--- src/hw/rtl/mrwt_pkg.sv ---
// ----------------------------------------------------------------------------
// Miller-Rabin witness test: shared package
// Word widths, microcode field codes, control/status structs and the
// microprogram ROM for the witness test sequencer.
// ----------------------------------------------------------------------------
package mrwt_pkg;

    localparam int WORD_BITS = 63;
    localparam int SUM_BITS  = WORD_BITS + 1;
    localparam int CNT_BITS  = $clog2(WORD_BITS);
    localparam int PC_BITS   = 5;

    typedef logic [WORD_BITS-1:0] t_word;
    typedef logic [SUM_BITS-1:0]  t_sum;
    typedef logic [CNT_BITS-1:0]  t_cnt;
    typedef logic [PC_BITS-1:0]   t_pc;
    typedef logic [3:0]           t_op;
    typedef logic [1:0]           t_wsrc;
    typedef logic [3:0]           t_cond;

    localparam t_word WORD_ONE = t_word'(1);
    localparam t_word WORD_TWO = t_word'(2);

    // datapath operations
    localparam t_op OP_NOP     = 4'd0;
    localparam t_op OP_LOAD    = 4'd1;
    localparam t_op OP_INIT_U  = 4'd2;
    localparam t_op OP_SHIFT_U = 4'd3;
    localparam t_op OP_MUL_RED = 4'd4;
    localparam t_op OP_MUL_AB  = 4'd5;
    localparam t_op OP_MUL_BB  = 4'd6;
    localparam t_op OP_MUL_AA  = 4'd7;
    localparam t_op OP_WB_BASE = 4'd8;
    localparam t_op OP_WB_ACC  = 4'd9;
    localparam t_op OP_WB_SQ   = 4'd10;
    localparam t_op OP_WB_Y    = 4'd11;
    localparam t_op OP_NEXT_SQ = 4'd12;
    localparam t_op OP_EMIT0   = 4'd13;
    localparam t_op OP_EMIT1   = 4'd14;

    // hold sources
    localparam t_wsrc W_NONE = 2'd0;
    localparam t_wsrc W_IN   = 2'd1;
    localparam t_wsrc W_MUL  = 2'd2;
    localparam t_wsrc W_OUT  = 2'd3;

    // jump conditions
    localparam t_cond C_NEVER   = 4'd0;
    localparam t_cond C_ALWAYS  = 4'd1;
    localparam t_cond C_N_TWO   = 4'd2;
    localparam t_cond C_N_BAD   = 4'd3;
    localparam t_cond C_U_LSB0  = 4'd4;
    localparam t_cond C_U_ZERO  = 4'd5;
    localparam t_cond C_NONTRIV = 4'd6;
    localparam t_cond C_T_MORE  = 4'd7;
    localparam t_cond C_Y_ONE   = 4'd8;

    // microprogram step addresses
    localparam t_pc ST_IDLE     = 5'd0;
    localparam t_pc ST_CHK_TWO  = 5'd1;
    localparam t_pc ST_CHK_BAD  = 5'd2;
    localparam t_pc ST_INIT_U   = 5'd3;
    localparam t_pc ST_SPLIT    = 5'd4;
    localparam t_pc ST_RED      = 5'd5;
    localparam t_pc ST_RED_WB   = 5'd6;
    localparam t_pc ST_POW      = 5'd7;
    localparam t_pc ST_BIT      = 5'd8;
    localparam t_pc ST_MUL      = 5'd9;
    localparam t_pc ST_MUL_WB   = 5'd10;
    localparam t_pc ST_SQR      = 5'd11;
    localparam t_pc ST_SQR_WB   = 5'd12;
    localparam t_pc ST_SQ       = 5'd13;
    localparam t_pc ST_SQ_WB    = 5'd14;
    localparam t_pc ST_ROOT     = 5'd15;
    localparam t_pc ST_NEXT     = 5'd16;
    localparam t_pc ST_FINAL    = 5'd17;
    localparam t_pc ST_COMP     = 5'd18;
    localparam t_pc ST_PRIME    = 5'd19;

    typedef struct packed {
        t_op   op;
        t_wsrc wsrc;
        t_cond cond;
        t_pc   target;
    } t_uword;

    typedef struct packed {
        t_op  op;
        logic fire;
        logic in_wait;
    } t_ctrl;

    typedef struct packed {
        logic mul_busy;
        logic n_two;
        logic n_bad;
        logic u_lsb0;
        logic u_zero;
        logic nontriv;
        logic t_more;
        logic y_one;
    } t_stat;

    function automatic t_uword uw(input t_op op, input t_wsrc ws, input t_cond c,
                                  input t_pc tgt);
        t_uword w;
        w.op     = op;
        w.wsrc   = ws;
        w.cond   = c;
        w.target = tgt;
        return w;
    endfunction

    // microprogram: a jump is taken when its condition holds, else fall through
    function automatic t_uword ucode(input t_pc pc);
        t_uword w;
        case (pc)
            ST_IDLE:    w = uw(OP_LOAD,    W_IN,   C_NEVER,   ST_IDLE);
            ST_CHK_TWO: w = uw(OP_NOP,     W_NONE, C_N_TWO,   ST_PRIME);
            ST_CHK_BAD: w = uw(OP_NOP,     W_NONE, C_N_BAD,   ST_COMP);
            ST_INIT_U:  w = uw(OP_INIT_U,  W_NONE, C_NEVER,   ST_IDLE);
            ST_SPLIT:   w = uw(OP_SHIFT_U, W_NONE, C_U_LSB0,  ST_SPLIT);
            ST_RED:     w = uw(OP_MUL_RED, W_NONE, C_NEVER,   ST_IDLE);
            ST_RED_WB:  w = uw(OP_WB_BASE, W_MUL,  C_NEVER,   ST_IDLE);
            ST_POW:     w = uw(OP_NOP,     W_NONE, C_U_ZERO,  ST_SQ);
            ST_BIT:     w = uw(OP_NOP,     W_NONE, C_U_LSB0,  ST_SQR);
            ST_MUL:     w = uw(OP_MUL_AB,  W_NONE, C_NEVER,   ST_IDLE);
            ST_MUL_WB:  w = uw(OP_WB_ACC,  W_MUL,  C_NEVER,   ST_IDLE);
            ST_SQR:     w = uw(OP_MUL_BB,  W_NONE, C_NEVER,   ST_IDLE);
            ST_SQR_WB:  w = uw(OP_WB_SQ,   W_MUL,  C_ALWAYS,  ST_POW);
            ST_SQ:      w = uw(OP_MUL_AA,  W_NONE, C_NEVER,   ST_IDLE);
            ST_SQ_WB:   w = uw(OP_WB_Y,    W_MUL,  C_NEVER,   ST_IDLE);
            ST_ROOT:    w = uw(OP_NOP,     W_NONE, C_NONTRIV, ST_COMP);
            ST_NEXT:    w = uw(OP_NEXT_SQ, W_NONE, C_T_MORE,  ST_SQ);
            ST_FINAL:   w = uw(OP_NOP,     W_NONE, C_Y_ONE,   ST_PRIME);
            ST_COMP:    w = uw(OP_EMIT0,   W_OUT,  C_ALWAYS,  ST_IDLE);
            ST_PRIME:   w = uw(OP_EMIT1,   W_OUT,  C_ALWAYS,  ST_IDLE);
            default:    w = uw(OP_NOP,     W_NONE, C_ALWAYS,  ST_IDLE);
        endcase
        return w;
    endfunction

endpackage

--- src/hw/rtl/mrwt_mulmod.sv ---
// ----------------------------------------------------------------------------
// Shift-and-add modular multiplier
// Forms (x * y) mod n one multiplier bit per cycle; x must be below n.
// Stops as soon as the remaining multiplier bits are zero.
// ----------------------------------------------------------------------------
module mrwt_mulmod
    import mrwt_pkg::*;
(
    input  logic  i_clk,
    input  logic  i_rst_n,
    input  logic  i_start,
    input  t_word i_x,
    input  t_word i_y,
    input  t_word i_n,
    output logic  o_busy,
    output t_word o_res
);

    logic  r_busy;
    t_word r_acc;
    t_word r_dbl;
    t_word r_y;

    t_sum  w_nn;
    t_sum  w_acc_sum;
    t_sum  w_acc_red;
    t_sum  w_dbl_sum;
    t_sum  w_dbl_red;
    t_word n_acc;
    t_word n_dbl;
    t_word n_y;

    always_comb begin
        w_nn      = {1'b0, i_n};
        w_acc_sum = {1'b0, r_acc} + {1'b0, r_dbl};
        w_acc_red = (w_acc_sum >= w_nn) ? (w_acc_sum - w_nn) : w_acc_sum;
        w_dbl_sum = {r_dbl, 1'b0};
        w_dbl_red = (w_dbl_sum >= w_nn) ? (w_dbl_sum - w_nn) : w_dbl_sum;
        n_acc     = r_y[0] ? w_acc_red[WORD_BITS-1:0] : r_acc;
        n_dbl     = w_dbl_red[WORD_BITS-1:0];
        n_y       = r_y >> 1;
    end

    always_ff @(posedge i_clk) begin
        if (!i_rst_n) begin
            r_busy <= 1'b0;
        end else if (i_start) begin
            r_busy <= 1'b1;
        end else if (r_busy && (n_y == '0)) begin
            r_busy <= 1'b0;
        end
    end

    always_ff @(posedge i_clk) begin
        if (i_start) begin
            r_acc <= '0;
            r_dbl <= i_x;
            r_y   <= i_y;
        end else if (r_busy) begin
            r_acc <= n_acc;
            r_dbl <= n_dbl;
            r_y   <= n_y;
        end
    end

    assign o_busy = r_busy;
    assign o_res  = r_acc;

endmodule

--- src/hw/rtl/mrwt_dp.sv ---
// ----------------------------------------------------------------------------
// Witness test datapath
// Holds candidate, base, power accumulator, exponent and square count,
// drives the shared modular multiplier and reports status to the sequencer.
// ----------------------------------------------------------------------------
module mrwt_dp
    import mrwt_pkg::*;
(
    input  logic  i_clk,
    input  logic  i_rst_n,
    input  t_ctrl i_ctrl,
    input  t_word i_candidate,
    input  t_word i_witness,
    output t_stat o_stat
);

    t_word r_n;
    t_word r_b;
    t_word r_acc;
    t_word r_u;
    t_word r_y;
    t_cnt  r_t;

    logic  w_start;
    t_word w_mx;
    t_word w_my;
    logic  w_busy;
    t_word w_res;
    t_word w_nm1;

    always_comb begin
        w_start = 1'b0;
        w_mx    = r_acc;
        w_my    = r_b;
        case (i_ctrl.op)
            OP_MUL_RED: begin
                w_start = 1'b1;
                w_mx    = WORD_ONE;
                w_my    = r_b;
            end
            OP_MUL_AB: begin
                w_start = 1'b1;
                w_mx    = r_acc;
                w_my    = r_b;
            end
            OP_MUL_BB: begin
                w_start = 1'b1;
                w_mx    = r_b;
                w_my    = r_b;
            end
            OP_MUL_AA: begin
                w_start = 1'b1;
                w_mx    = r_acc;
                w_my    = r_acc;
            end
            default: begin
                w_start = 1'b0;
            end
        endcase
        w_start = w_start && i_ctrl.fire;
    end

    mrwt_mulmod u_mulmod (
        .i_clk   (i_clk),
        .i_rst_n (i_rst_n),
        .i_start (w_start),
        .i_x     (w_mx),
        .i_y     (w_my),
        .i_n     (r_n),
        .o_busy  (w_busy),
        .o_res   (w_res)
    );

    always_ff @(posedge i_clk) begin
        if (i_ctrl.fire) begin
            case (i_ctrl.op)
                OP_LOAD: begin
                    r_n <= i_candidate;
                    r_b <= i_witness;
                end
                OP_INIT_U: begin
                    r_u <= w_nm1;
                    r_t <= '0;
                end
                OP_SHIFT_U: begin
                    if (!r_u[0]) begin
                        r_u <= r_u >> 1;
                        r_t <= r_t + 1'b1;
                    end
                end
                OP_WB_BASE: begin
                    r_b   <= w_res;
                    r_acc <= WORD_ONE;
                end
                OP_WB_ACC: begin
                    r_acc <= w_res;
                end
                OP_WB_SQ: begin
                    r_b <= w_res;
                    r_u <= r_u >> 1;
                end
                OP_WB_Y: begin
                    r_y <= w_res;
                end
                OP_NEXT_SQ: begin
                    r_acc <= r_y;
                    r_t   <= r_t - 1'b1;
                end
                default: begin
                    r_n <= r_n;
                end
            endcase
        end
    end

    assign w_nm1 = r_n - WORD_ONE;

    // a square of one from a root other than +1 or -1 proves compositeness
    assign o_stat.mul_busy = w_busy;
    assign o_stat.n_two    = (r_n == WORD_TWO);
    assign o_stat.n_bad    = !r_n[0] || (r_n == WORD_ONE);
    assign o_stat.u_lsb0   = !r_u[0];
    assign o_stat.u_zero   = (r_u == '0);
    assign o_stat.nontriv  = (r_y == WORD_ONE) && (r_acc != WORD_ONE) && (r_acc != w_nm1);
    assign o_stat.t_more   = (r_t > t_cnt'(1));
    assign o_stat.y_one    = (r_y == WORD_ONE);

endmodule

--- config.mk ---
export PLATFORM = sky130hd
export DESIGN_NAME = mrwt_dp
export DESIGN_NICKNAME = d
export VERILOG_FILES = /design/src/hw/rtl/mrwt_pkg.sv /design/src/hw/rtl/mrwt_mulmod.sv /design/src/hw/rtl/mrwt_dp.sv
export SDC_FILE = /design/constraint.sdc
export NUM_CORES = 1
export LEC_CHECK = 0
export BUFFER_PORTS_ARGS = -buffer_cell sky130_fd_sc_hd__buf_2
export CORE_ASPECT_RATIO = 1.75
export CORE_MARGIN = 3
export CORE_UTILIZATION = 45
export DETAILED_ROUTE_END_ITERATION = 7
export GPL_TIMING_DRIVEN = 0
export PLACE_DENSITY = 0.65
export SYNTH_ARGS = -nofsm -noshare
export SYNTH_HDL_FRONTEND = slang
export SYNTH_SLANG_ARGS = --single-unit
--- constraint.sdc ---
create_clock -name i_clk -period 9.1 [get_ports i_clk]
set_input_delay 0.91 -clock i_clk [delete_from_list [all_inputs] [get_ports i_clk]]
set_output_delay 0.91 -clock i_clk [all_outputs]
set_load 0.01 [all_outputs]
# After elaboration in Yosys (flattened, before gate mapping)
# Cells that the tools add are included.
# Widths: inputs -> output; s select.
# word_totals
ff_bits	511
inputBits	134
output_inout_bits	8
elab_cells	80
# op_classes
addsub	6
order_cmp	3
eq_ne	18
mux	17
reduce_logical	25
# ops
op	n
$mux 63	8
$pmux 63 s3	2
$pmux 63 s2	2
$ge 64x63->1	2
$eq 63x1->1 const B	2
$logic_not 63->1	2
$sub 63x63->63	2
$add 63x63->64	1
$eq 63x2->1 const B	1
$ne 63x1->1 const B	1
$ne 63x63->1	1
$sub 63x1->63 const B	1
$eq 4x4->1 const B	5
$pmux 6 s3	1
$eq 4x3->1 const B	4
$reduce_and 2->1	6
$reduce_bool 3->1	3
$eq 4x2->1 const B	2
$add 6x1->6 const B	1
$gt 6x1->1 const B	1
$mux 6	1
$reduce_and 3->1	2
$reduce_bool 2->1	3
$sub 6x1->6 const B	1
other kinds (8)	14

# Logic depth before layout (Yosys ltp)
# depth
ltp_word	5
depth_mapped	27
depth_no_buf	23

# Modules after synthesis
# From an unflattened synthesis, not the netlist that was laid out.
# unflattened
cells_unflattened	3883
hier_area_um2	36752.7
# by_module_without_submodules
mod	n_inst	cells_each	area_each_um2	seq_area_each_um2
mrwt_mulmod	1	2448	19939.1	5064.9
mrwt_dp	1	1435	16813.6	9639.2

# Worst setup path after synthesis
# OpenSTA, ideal clock, no wires.
# synth_timing
path_type	input -> register
from	input i_ctrl[3] (netlist name)
to	register r_u[10] (enable)
setup_ps	576
t_arrival_ps	6192
required_ps	8524
setup_slack_ps	2331
cell_stages	5
n_path_buf	2
cell_sequence	clkbuf_1 -> clkbuf_1 -> nand2_1 -> a21oi_1 -> a21boi_0
# synth_via
elab_chain_len	3
word_cells_on_any_way	6
cone_classes	4 x eq/ne; 2 x reduce/logical
# synth_lines
element	line	text
start, declared	mrwt_dp.sv:11	input t_ctrl i_ctrl,
$eq 4x2->1 or $eq 4x4->1 (tied branches)	mrwt_dp.sv:76	case (i_ctrl.op)
$ne 2x2->1 (no source line) or $reduce_bool 3->1 (tied branches)	--	
$reduce_and 3->1 (no source line) *	--	
end signal, assigned	mrwt_dp.sv:82	r_u <= w_nm1;
end signal, assigned	mrwt_dp.sv:87	r_u <= r_u >> 1;
end signal, assigned	mrwt_dp.sv:100	r_u <= r_u >> 1;
end, declared	mrwt_dp.sv:20	t_word r_u;
# Mark *: on every way between the ends. The rest lies on a longest branch, timed or not.
# A chain may end at the register's enable or synchronous reset.

# Final worst setup path
# layout_timing
from	register u_mulmod.r_acc[0], in the netlist u_mulmod.o_res[0]
to	register u_mulmod.r_acc[23], in the netlist u_mulmod.o_res[23]
# layout_via
elab_chain_len	3
word_cells_on_any_way	4
cone_classes	2 x add/sub; 1 x order compare; 1 x mux
# layout_lines
element	line	text
start, declared	mrwt_mulmod.sv:20	t_word r_acc;
start signal, assigned	mrwt_mulmod.sv:60	r_acc <= n_acc;
$add 63x63->64 *	mrwt_mulmod.sv:35	w_acc_sum = {1'b0, r_acc} + {1'b0, r_dbl};
$sub 63x63->63 or $ge 64x63->1 (tied branches)	mrwt_mulmod.sv:36	w_acc_red = (w_acc_sum >= w_nn) ? (w_acc_sum - w_nn) : w_acc_sum;
$mux 63 *	mrwt_mulmod.sv:36	
# Marked as above.

==> metrics.txt <==
# TYPE chip_impl_metric gauge
chip_impl_metric{name="die-area",unit="sq um"} 83300
chip_impl_metric{name="cellPowerDensity",unit="nW/um^2"} 261
chip_impl_metric{name="synthesis.nets",unit=""} 4249
chip_impl_metric{name="power_frac_comb",unit="%"} 47.7
chip_impl_metric{name="setup_viol_count_final",unit=""} 0
chip_impl_metric{name="fin_worst_skew",unit="ns"} 0.0479
chip_impl_metric{name="area_delta_synth_final",unit="%"} 11.3
chip_impl_metric{name="boundaryPins",unit=""} 142
chip_impl_metric{name="layout-drive-gt1-share",unit="%"} 8.27
chip_impl_info{name="grt_setup_unrepaired",value="false"} 1
chip_impl_metric{name="totalWireLength",unit="um"} 161000
chip_impl_metric{name="synth-edff-count",unit=""} 447
chip_impl_metric{name="cts-buffers-inserted",unit=""} 50
chip_impl_metric{name="detail_route.wl_per_cell",unit="um"} 30.9
chip_impl_metric{name="firstDrtPassIters",unit=""} 6
chip_impl_metric{name="sequential_area_share_after_synthesis",unit="%"} 41.0
chip_impl_metric{name="antenna_violating_nets_post_route",unit=""} 0
chip_impl_metric{name="grt_util_overall",unit="%"} 37.8
chip_impl_metric{name="synth-warning-count",unit=""} 0
chip_impl_metric{name="gp_congestion",unit=""} 1.00
chip_impl_info{name="most_common_flop_cell_mapped_by_yosys",value="edfxtp_1"} 1
chip_impl_metric{name="die_span_y",unit="um"} 379
chip_impl_metric{name="power.switching_fraction",unit="%"} 44.9
chip_impl_metric{name="design_power_total",unit="uW"} 10400
chip_impl_metric{name="first_iter_violations",unit=""} 3608
chip_impl_metric{name="drt_drc_violations_left",unit=""} 0
chip_impl_metric{name="report.final.hold_viol_count",unit=""} 0
chip_impl_metric{name="via_count_of_the_first_global_routing_pass",unit=""} 33100
chip_impl_metric{name="dpl-instance-area",unit="sq um"} 38200
chip_impl_metric{name="cap_viol_max_count",unit=""} 1
chip_impl_metric{name="nFillCells",unit=""} 7639
chip_impl_metric{name="dr_total_vias",unit=""} 33900
chip_impl_metric{name="count_of_mapped_cells_out_of_synthesis",unit=""} 3917
chip_impl_metric{name="fp.dieW",unit="um"} 219
chip_impl_metric{name="crit_path_max_fanout",unit=""} 10
chip_impl_info{name="post_synth_most_frequent_cells",value="edfxtp_1, nand2_1, a21oi_1"} 1
chip_impl_metric{name="ir_drop",unit="mV"} 0.206
chip_impl_info{name="run_status",value="complete, but fails checks"} 1
chip_impl_metric{name="leak",unit="uW"} 0.0147
chip_impl_metric{name="routed_vias_inst",unit=""} 6.52
chip_impl_metric{name="final_min_period_over_clock_period",unit="%"} 95.7
chip_impl_metric{name="slew_headroom",unit="%"} -1.19
chip_impl_info{name="worst_setup_path_start_kind",value="flop"} 1
chip_impl_metric{name="cp.arrival",unit="ns"} 9.23
chip_impl_metric{name="finish.net_count",unit=""} 4453
chip_impl_info{name="synth.area.top_cells",value="edfxtp_1, ha_1, xnor2_1"} 1
chip_impl_metric{name="cts_max_path_buffers",unit=""} 3
chip_impl_metric{name="power_frac_clock",unit="%"} 21.7
chip_impl_metric{name="maxClockFrequency",unit="GHz"} 0.115
chip_impl_metric{name="grt_max_degree",unit=""} 65
chip_impl_metric{name="post-synth-top-area-fraction",unit="%"} 37.4
chip_impl_metric{name="clock_sinks",unit=""} 511
chip_impl_metric{name="report.final.slew_viol_count",unit=""} 7
chip_impl_metric{name="core_region_area",unit="sq um"} 78800
chip_impl_metric{name="finalCriticalPeriod",unit="ns"} 8.71
chip_impl_metric{name="async_flop_share",unit="%"} 0
chip_impl_metric{name="worst_setup_hold_path_clk_slew",unit="ns"} 0.07
chip_impl_info{name="cts_tree",value="yes"} 1
chip_impl_metric{name="cts_resized",unit=""} 0
chip_impl_metric{name="post-route-cell-area",unit="sq um"} 39900
chip_impl_metric{name="net_switching_power",unit="uW"} 4670
chip_impl_metric{name="cts_max_level",unit=""} 2
chip_impl_metric{name="yosys_reg_bits",unit=""} 511
chip_impl_info{name="worst-setup-path-type",value="reg -> reg"} 1
chip_impl_metric{name="post_cts.repair.setup_buffers",unit=""} 0
chip_impl_metric{name="data_required_time_at_the_worst_endpoint",unit="ns"} 9.63
chip_impl_metric{name="grt_first_pass_wirelength",unit="um"} 225000
chip_impl_info{name="hp-class",value="in -> reg"} 1
chip_impl_metric{name="worst_skew_pair.late_latency",unit="ns"} 0.66
chip_impl_metric{name="post-dp-hpwl",unit="um"} 131000
chip_impl_metric{name="placement_rows",unit=""} 136
chip_impl_info{name="violations",value="capacitance limit, slew limit"} 1
chip_impl_info{name="synth_top_cell_by_area",value="edfxtp_1"} 1
chip_impl_info{name="cp-end-kind",value="flop"} 1
chip_impl_metric{name="sequentialPowerShare",unit="%"} 30.6
chip_impl_metric{name="grt.overflow.total",unit=""} 0
chip_impl_metric{name="post_cts_hold_buffer_count",unit=""} 0
chip_impl_metric{name="grt_antenna_before_repair",unit=""} 2
chip_impl_metric{name="start_util",unit="%"} 45.5
chip_impl_info{name="synth.most_common_cell",value="edfxtp_1"} 1
chip_impl_metric{name="buffer_ports.inserted",unit=""} 139
chip_impl_metric{name="mappedNetlistArea",unit="sq um"} 35900
chip_impl_metric{name="average_cell_area_after_synthesis",unit="sq um"} 9.16
chip_impl_metric{name="synth_cell_types",unit=""} 92
chip_impl_info{name="clock-root-buffer",value="clkbuf_16"} 1
chip_impl_metric{name="intPower",unit="uW"} 5740
chip_impl_metric{name="worst_slew_pin_slew",unit="ns"} 1.51
==> cells by family after synthesis <==
logic type,after synthesis,share of synthesized area [%]
AO/OA/AOI/OAI,1272,22.2
XOR/XNOR,288,7.05
adder cells (fa/ha/maj),198,6.97
buffers and inverters,367,3.90
flip-flops,511,41.0
multiplexers,81,2.49
AND/OR/NAND/NOR,1200,16.4
==> worst max-delay path, cell delays in order, from the launching register on <==
cell	delay, ns
dfxtp_1	0.49
ha_1	0.31
fa_1	0.40
a21o_1	0.21
a221oi_1	0.66
nor4b_1	0.21
o31ai_1	0.51
nand2_1	0.20
a21oi_1	0.39
o21ai_0	0.25
nand2_1	0.14
xnor2_1	0.11
ha_1	0.23
a21oi_1	0.31
o21ai_0	0.25
a21o_1	0.22
a2111oi_1	0.71
o221ai_1	0.18
and4b_1	0.28
a21boi_1	0.73
clkbuf_1	0.67
buf_1	0.59
o21ai_0	0.33
o211a_1	0.20
==> cell usage in the layout, fill, tap and decap left out, types with 127 or more instances in the layout <==
| cell | n |
|---|---|
| nand2_1 | 411 |
| buf_2 | 141 |
| o21ai_0 | 314 |
| edfxtp_1 | 447 |
| nor2_1 | 228 |
| ha_1 | 195 |
| a21oi_1 | 335 |
| xnor2_1 | 194 |
| clkbuf_1 | 231 |
| inv_1 | 127 |
==> area by class of cell <==
type	count	area [sq um]	area share, %
inverter	127	477	1.19
tap	1035	1290	3.24
clock buffer	55	1270	3.18
antenna	1	2.50	0.00627
buffer	240	922	2.31
timing repair buffer	152	983	2.46
clock inverter	36	440	1.10
multi-input combinational	3039	19800	49.7
sequential	511	14700	36.8
==> power by group through the flow <==
stage | clock network, uW | registers, uW | logic [uW]
after floorplan | 0 | 2950 | 3470
after global placement | 0 | 3230 | 4800
after detailed placement | 0 | 3210 | 4830
after CTS | 2260 | 3160 | 4870
after global routing | 2340 | 3160 | 5400
final | 2260 | 3180 | 4970
==> through the flow <==
stage | setup slack [ns] | setup TNS, ns | hold slack, ns | utilization [%] | instances
floorplan | 2.33 | 0 | 0.467 | - | 3917
global placement | -1.54 | -114.23 | 0.532 | 48.0 | 5091
detailed placement | 0.447 | 0 | 0.547 | 48.5 | 5104
CTS | 0.404 | 0 | 0.406 | 50.7 | 5195
global route | 0.0659 | 0 | 0.421 | 50.7 | 5195
finish | 0.392 | 0 | 0.426 | 50.7 | 5196
==> state kept, by name, indices dropped and copies added, names as in the netlist <==
signal and flops:
r_acc 63, r_b 63, r_n 63, r_u 63, r_y 63, u_mulmod.o_res 63, u_mulmod.r_dbl 63, u_mulmod.r_y 63
r_t 6, u_mulmod.o_busy 1
==> worst paths after layout <==
check / start / end / slack [ns] / cells past startpoint
setup / recovery: u_mulmod.o_res[0] / u_mulmod.o_res[23] / 0.39 / 23
hold / removal: i_candidate[0] / r_n[0] / 0.43 / 1
setup reg to reg: u_mulmod.o_res[0] / u_mulmod.o_res[23] / 0.39 / 23
hold reg to reg: u_mulmod.r_y[46] / u_mulmod.r_y[45] / 0.56 / 2
==> routing by layer <==
metal	share of wire [%]	GRT usage, %	up-vias
li1	-	-	15200
met1	33	39.8	16300
met2	47	62.7	1780
met3	7.0	4.94	602
met4	13	39.4	2
met5	0.0081	0	-
Power figures use the tool's default switching activity.
